[config.mk]
export PLATFORM = sky130hd
export DESIGN_NAME = text_console_cursor_top
export DESIGN_NICKNAME = d
export VERILOG_FILES = /design/src/design/tcc_pkg.sv /design/src/design/tcc_step.sv /design/src/design/text_console_cursor_top.sv
export SDC_FILE = /design/constraint.sdc
export NUM_CORES = 1
export LEC_CHECK = 0
export ABC_AREA = 1
export ABC_CLOCK_PERIOD_IN_PS = 4200
export BUFFER_PORTS_ARGS = -buffer_cell sky130_fd_sc_hd__buf_4
export CORE_ASPECT_RATIO = 1.2
export CORE_MARGIN = 2
export CORE_UTILIZATION = 26
export DETAILED_ROUTE_END_ITERATION = 16
export GPL_TIMING_DRIVEN = 0
export HOLD_SLACK_MARGIN = 0.12
export SYNTH_ARGS = -nofsm -noshare
export SYNTH_HDL_FRONTEND = slang
export SYNTH_HIERARCHICAL = 1
export SYNTH_SLANG_ARGS = --single-unit
[constraint.sdc]
create_clock -name clk -period 4.2 [get_ports clk]
set_input_delay 1.05 -clock clk [delete_from_list [all_inputs] [get_ports clk]]
set_output_delay 1.05 -clock clk [all_outputs]
set_load 0.005 [all_outputs]
[src/design/tcc_pkg.sv]
`timescale 1ns / 1ps
// Shared types and constants for the text console cursor controller.
package tcc_pkg;

  typedef enum logic [1:0] {
    OP_DRAW   = 2'd0,
    OP_UNMARK = 2'd1,
    OP_MARK   = 2'd2
  } op_t;

  typedef enum logic [1:0] {
    PH_FIRST = 2'd0,
    PH_MARK  = 2'd1,
    PH_DRAW  = 2'd2
  } phase_t;

  localparam logic [7:0] CH_TAB   = 8'h09;
  localparam logic [7:0] CH_LF    = 8'h0A;
  localparam logic [7:0] CH_CR    = 8'h0D;
  localparam logic [7:0] CH_SPACE = 8'h20;

  localparam logic [2:0] TAB_ZERO = 3'b000;

  typedef struct packed {
    logic   emit;
    logic   done;
    phase_t phase_next;
  } step_ctrl_t;

endpackage

[src/design/tcc_step.sv]
`timescale 1ns / 1ps
// Per-cycle step logic: one drawing op and the cursor update for the held item.
module tcc_step #(
  parameter int COLUMNS = 21,
  parameter int ROWS    = 8,
  localparam int COL_W  = $clog2(COLUMNS),
  localparam int ROW_W  = $clog2(ROWS)
) (
  input  logic               action,
  input  logic [7:0]         char_code,
  input  logic [COL_W-1:0]   target_col,
  input  logic [ROW_W-1:0]   target_row,
  input  tcc_pkg::phase_t    phase,
  input  logic [COL_W-1:0]   cursor_col,
  input  logic [ROW_W-1:0]   cursor_row,
  output tcc_pkg::step_ctrl_t ctrl,
  output logic [COL_W-1:0]   col_next,
  output logic [ROW_W-1:0]   row_next,
  output tcc_pkg::op_t       res_op,
  output logic [COL_W-1:0]   res_col,
  output logic [ROW_W-1:0]   res_row,
  output logic [6:0]         res_glyph
);

  logic [COL_W:0]   col_inc;
  logic             col_wrap;
  logic [COL_W-1:0] col_after;
  logic [ROW_W-1:0] row_inc;
  logic [ROW_W-1:0] row_prev;
  logic [ROW_W-1:0] row_after;
  logic             tab_stop;
  logic [7:0]       c_minus;
  logic [6:0]       glyph_val;

  assign col_inc   = {1'b0, cursor_col} + (COL_W+1)'(1);
  assign col_wrap  = col_inc >= (COL_W+1)'(COLUMNS);
  assign col_after = col_wrap ? '0 : col_inc[COL_W-1:0];
  assign row_inc   = (cursor_row == ROW_W'(ROWS - 1)) ? '0 : cursor_row + ROW_W'(1);
  assign row_prev  = (cursor_row == '0) ? ROW_W'(ROWS - 1) : cursor_row - ROW_W'(1);
  assign row_after = col_wrap ? row_inc : cursor_row;
  assign tab_stop  = cursor_col[2:0] == tcc_pkg::TAB_ZERO;
  assign c_minus   = char_code - tcc_pkg::CH_SPACE;
  assign glyph_val = (char_code < tcc_pkg::CH_SPACE || char_code[7]) ? '0 : c_minus[6:0];

  always_comb begin
    ctrl.emit       = 1'b0;
    ctrl.done       = 1'b1;
    ctrl.phase_next = tcc_pkg::PH_FIRST;
    col_next        = cursor_col;
    row_next        = cursor_row;
    res_op          = tcc_pkg::OP_DRAW;
    res_col         = cursor_col;
    res_row         = cursor_row;
    res_glyph       = glyph_val;
    if (action) begin
      col_next = (target_col > COL_W'(COLUMNS - 1)) ? COL_W'(COLUMNS - 1) : target_col;
      row_next = (target_row > ROW_W'(ROWS - 1)) ? ROW_W'(ROWS - 1) : target_row;
    end else begin
      case (char_code)
        tcc_pkg::CH_TAB: begin
          if (!tab_stop) begin
            ctrl.emit = 1'b1;
            ctrl.done = col_wrap || (col_inc[2:0] == tcc_pkg::TAB_ZERO);
            res_glyph = '0;
            col_next  = col_after;
            row_next  = row_after;
          end
        end
        tcc_pkg::CH_LF: begin
          col_next = '0;
          row_next = row_inc;
        end
        tcc_pkg::CH_CR: begin
          col_next = '0;
        end
        default: begin
          ctrl.emit = 1'b1;
          unique case (phase)
            tcc_pkg::PH_FIRST: begin
              if (cursor_col == '0) begin
                ctrl.done       = 1'b0;
                ctrl.phase_next = tcc_pkg::PH_MARK;
                res_op          = tcc_pkg::OP_UNMARK;
                res_col         = '0;
                res_row         = row_prev;
                res_glyph       = '0;
              end else begin
                col_next = col_after;
                row_next = row_after;
              end
            end
            tcc_pkg::PH_MARK: begin
              ctrl.done       = 1'b0;
              ctrl.phase_next = tcc_pkg::PH_DRAW;
              res_op          = tcc_pkg::OP_MARK;
              res_col         = '0;
              res_glyph       = '0;
            end
            default: begin
              col_next = col_after;
              row_next = row_after;
            end
          endcase
        end
      endcase
    end
  end

endmodule

[src/design/text_console_cursor_top.sv]
`timescale 1ns / 1ps
// An accepted item sits in the input register; each result beat is registered.
// Throughput: one result beat per cycle unless the result side stalls; an item holds
//   the input register until its last beat issues (glyph 1 or 3, tab 0 to 7 spaces).
// Items with no result (move, CR, LF, tab on a stop) never wait on the result side.
// Reset: synchronous; cursor goes to row 0, column 0 and pending beats drop.
// Top level of the text console cursor controller.
module text_console_cursor_top #(
  parameter int COLUMNS = 21,
  parameter int ROWS    = 8,
  localparam int COL_W  = $clog2(COLUMNS),
  localparam int ROW_W  = $clog2(ROWS)
) (
  input  logic             clk,
  input  logic             rst,
  input  logic             in_valid,
  output logic             in_ready,
  input  logic             action,
  input  logic [7:0]       char_code,
  input  logic [COL_W-1:0] target_col,
  input  logic [ROW_W-1:0] target_row,
  output logic             out_valid,
  input  logic             out_ready,
  output logic [1:0]       op,
  output logic [COL_W-1:0] text_col,
  output logic [ROW_W-1:0] text_row,
  output logic [6:0]       glyph,
  output logic             last
);

  logic             iv;
  logic             i_action;
  logic [7:0]       i_char;
  logic [COL_W-1:0] i_tcol;
  logic [ROW_W-1:0] i_trow;
  tcc_pkg::phase_t  phase;
  logic [COL_W-1:0] cursor_col;
  logic [ROW_W-1:0] cursor_row;

  tcc_pkg::step_ctrl_t ctrl;
  logic [COL_W-1:0]    col_next;
  logic [ROW_W-1:0]    row_next;
  tcc_pkg::op_t        res_op;
  logic [COL_W-1:0]    res_col;
  logic [ROW_W-1:0]    res_row;
  logic [6:0]          res_glyph;

  logic out_free;
  logic adv;
  logic in_fire;

  tcc_step #(
    .COLUMNS(COLUMNS),
    .ROWS   (ROWS)
  ) u_step (
    .action    (i_action),
    .char_code (i_char),
    .target_col(i_tcol),
    .target_row(i_trow),
    .phase     (phase),
    .cursor_col(cursor_col),
    .cursor_row(cursor_row),
    .ctrl      (ctrl),
    .col_next  (col_next),
    .row_next  (row_next),
    .res_op    (res_op),
    .res_col   (res_col),
    .res_row   (res_row),
    .res_glyph (res_glyph)
  );

  assign out_free = !out_valid || out_ready;
  assign adv      = iv && (!ctrl.emit || out_free);
  assign in_ready = !iv || (adv && ctrl.done);
  assign in_fire  = in_valid && in_ready;

  // phase returns to PH_FIRST on the closing step of every item
  always_ff @(posedge clk) begin
    if (rst) begin
      iv         <= 1'b0;
      phase      <= tcc_pkg::PH_FIRST;
      cursor_col <= '0;
      cursor_row <= '0;
    end else begin
      if (adv) begin
        cursor_col <= col_next;
        cursor_row <= row_next;
        phase      <= ctrl.phase_next;
      end
      if (in_fire) begin
        iv <= 1'b1;
      end else if (adv && ctrl.done) begin
        iv <= 1'b0;
      end
    end
  end

  always_ff @(posedge clk) begin
    if (in_fire) begin
      i_action <= action;
      i_char   <= char_code;
      i_tcol   <= target_col;
      i_trow   <= target_row;
    end
  end

  always_ff @(posedge clk) begin
    if (rst) begin
      out_valid <= 1'b0;
    end else if (adv && ctrl.emit) begin
      out_valid <= 1'b1;
    end else if (out_ready) begin
      out_valid <= 1'b0;
    end
  end

  always_ff @(posedge clk) begin
    if (adv && ctrl.emit) begin
      op       <= res_op;
      text_col <= res_col;
      text_row <= res_row;
      glyph    <= res_glyph;
      last     <= ctrl.done;
    end
  end

  // cursor stays on the grid
  a_col_range: assert property (@(posedge clk) disable iff (rst)
    cursor_col <= COL_W'(COLUMNS - 1))
    else $error("cursor column off grid");

  // an unmark beat is never last; a mark beat of the same item follows it
  a_unmark_not_last: assert property (@(posedge clk) disable iff (rst)
    out_valid && op == tcc_pkg::OP_UNMARK |-> !last)
    else $error("unmark flagged as last");

  // row ops carry column 0 and glyph 0
  a_row_op_fields: assert property (@(posedge clk) disable iff (rst)
    out_valid && (op == tcc_pkg::OP_UNMARK || op == tcc_pkg::OP_MARK)
      |-> text_col == '0 && glyph == '0)
    else $error("row op with nonzero column or glyph");

  // a stalled item stays held and keeps its phase
  a_hold_item: assert property (@(posedge clk) disable iff (rst)
    iv && !adv |=> iv && $stable(phase) && $stable(cursor_col))
    else $error("held item lost while stalled");

endmodule

==> results.ini <==
[status]
status=finished clean

[detailed_routing]
drt_first_pass_iters=4
wl_um=5570
antenna_left=0
vias_per_cell=4.29
wl_per_cell_um=11.3
via_count=2111
drc_errors=0
drt-initial-drc-count=110

[worst_setup_path]
reg2reg_slack_ns=1.21
cp_slowest_cell=dfxtp_1
crit_fanout=9
worstPathCellList=inv_1, ha_1, inv_1, nor2_4, nand3_2, nand2_2, nand3_1, nor2_1, a41oi_1, nand2_1, nand2_1, buf_4
critPathKind=reg -> out
crit_path_end_kind=primary output
max_stage_delay_ns=0.51
cp-start-kind=flop
cp.arrival_ns=2.36
critPathRequiredTime_ns=3.15

[pwr]
power_frac_clock_pct=32.6
pwr-share-seq_pct=48.7
total_leakage_power_nw=1.56
power_switching_w=0.000299
p_int_w=0.000836
p_sw_share_pct=26.4
pwr-share-comb_pct=18.7
ir_worst_vdd_v=0.000179
powerDensity_mw_per_mm2=345

[synth]
synth-seq-cells=47
ys_seq_area_share_pct=48.0
yosysUniqueCellTypes=34
syn_avg_cell_area_um2=8.47
synthCells=318
synth_fp_nets=346
ys_warn_count=6
syn-cell-area_mm2=0.00269

[sta]
tns_ns=0
rsz0062_at_grt=no
worst_pin_slew_ns=0.908
slew_viol_final=0
fin_crit_ns=3.41
setup_viol=0
timing_hold_violations_final=0
finalCritPeriodShare_pct=81.2
max_freq_mhz=293
maxSlewHeadroom_pct=39.5
skew_ns=0.00561
finalWorstSetupSlack_ns=0.790

[floorplanning]
die_area_mm2=0.0112
num_rows=40
die_y_um=115
ios=41
start_util_pct=26.8
die_x_um=96.9
core_mm2=0.0101

[placed_design]
port_buffers=40
dp_hpwl_um=4470
place_congestion=0.872
dp_slack_ns=1.08

[global_routing]
grt_pass1_vias=2058
antenna_found_initial=0
grt-ovfl-total=0
grt_pass1_wl_um=9740
grt_max_degree=19
grt_use_total_pct=10.7

[hold_path]
hold_path.class=reg -> reg

[clock_tree]
cts_buffers=5
cts_tree=built
cts_resized=0
cts_setup_buffers=0
cts_sinks=47
clock_path_buffers=2
cts_root_buf=clkbuf_16
clkSlewWorstSetupHoldPaths_ns=0.06
htree_levels=2
ctsHoldBuffers=0
worstSkewPairLatency_ns=0.28

[layout]
drive_gt1_share_pct=24.6
num_antenna_cells=0
final_common_cell=nand2_1
layout_common_cells=nand2_1 (65), inv_1 (48), buf_4 (44)
fin_nets=393
syn_to_final_growth_pct=22.4

[run]
max_cap_viol_count=0

[Yosys cell counts (all sizes together)]
cell | n | area, um2
ha | 7 | 87.6
buf | 9 | 73.8
nand4 | 7 | 43.8
or2 | 5 | 31.3
nand2 | 74 | 310
o21ai | 11 | 66.3
inv | 54 | 203
a22o | 1 | 8.76
o31ai | 1 | 7.51
a21oi | 8 | 51.3
nor3 | 7 | 45.0
dfxtp | 12 | 240
and2 | 1 | 8.76
clkbuf | 1 | 3.75
edfxtp | 35 | 1050
nand3 | 24 | 135
o211ai | 1 | 7.51
a41oi | 1 | 8.76
nand3b | 10 | 75.1
nor2 | 49 | 234
[metal layers]
metal  vias up  GRT usage, %  share of wire [%]
met3         6          1.87                4.8
met4         0          3.38                1.5
met5         -             0                  0
met2        46          18.8                 47
met1       945          13.6                 46
li1       1114             -                  -
[power groups by stage]
stage / Sequential (W) / Clock (W) / Combinational, W
floorplan: 0.000558 / 0 / 0.000151
global placement: 0.000563 / 0 / 0.000208
detailed placement: 0.000564 / 0 / 0.000213
CTS: 0.000554 / 0.000383 / 0.000214
global route: 0.000558 / 0.000401 / 0.000243
finish: 0.000554 / 0.000370 / 0.000212
[stage by stage]
step	hold slack, ns	total power, W	cell area, um2	util [%]	instances
5_1_grt	0.549	0.00120	3290	32.7	492
3_3_place_gp	0.471	0.000771	3150	31.3	484
3_5_place_dp	0.481	0.000777	3150	31.4	484
2_1_floorplan	0.455	0.000709	2690	-	318
6_report	0.491	0.00114	3290	32.7	492
4_1_cts	0.492	0.00115	3290	32.7	492
[worst max-delay path, delay by kind of cell, from the launching register on]
kind / cells / cell delay (ns)
and+or+nand+nor: 7 / 0.72
DFF: 1 / 0.51
buffers and inverters: 3 / 0.28
adders and majority gates: 1 / 0.22
AOI/OAI and AO/OA: 1 / 0.34
[cells by family after synthesis]
family,Yosys count,synth area share (%)
AOI/OAI and AO/OA,23,5.58
DFF,47,48.0
buffers and inverters,64,10.4
and+or+nand+nor,177,32.8
adders and majority gates,7,3.25
[sequential cells by signal, summed over array words and instances (netlist names)]
name        cells
out_valid       1
text_row        3
i_trow          3
cursor_col      5
i_char          8
iv              1
cursor_row      3
text_col        5
i_action        1
i_tcol          5
last            1
op              2
phase           2
glyph           7
[worst paths after layout]
path	startpoint	cells after the start	endpoint
worst max-delay path	cursor_col[0]$_SDFFE_PP0N_	12	in_ready
worst max register to register	cursor_col[0]$_SDFFE_PP0N_	11	i_char[2]$_DFFE_PP_
worst min-delay path	cursor_col[2]$_SDFFE_PP0N_	2	cursor_col[2]$_SDFFE_PP0N_
worst min register to register	cursor_col[2]$_SDFFE_PP0N_	2	cursor_col[2]$_SDFFE_PP0N_
[area by class of cell]
class	count	area [um2]
clock inverters	3	15.0
multi-input cells	207	1120
flip-flops and latches	47	1290
clock buffers	5	125
repair buffers	40	300
inverters	54	203
plain buffers	10	77.6
fillers	1039	6770
well taps	126	158
No activity file was read; power rests on OpenSTA's default activity.
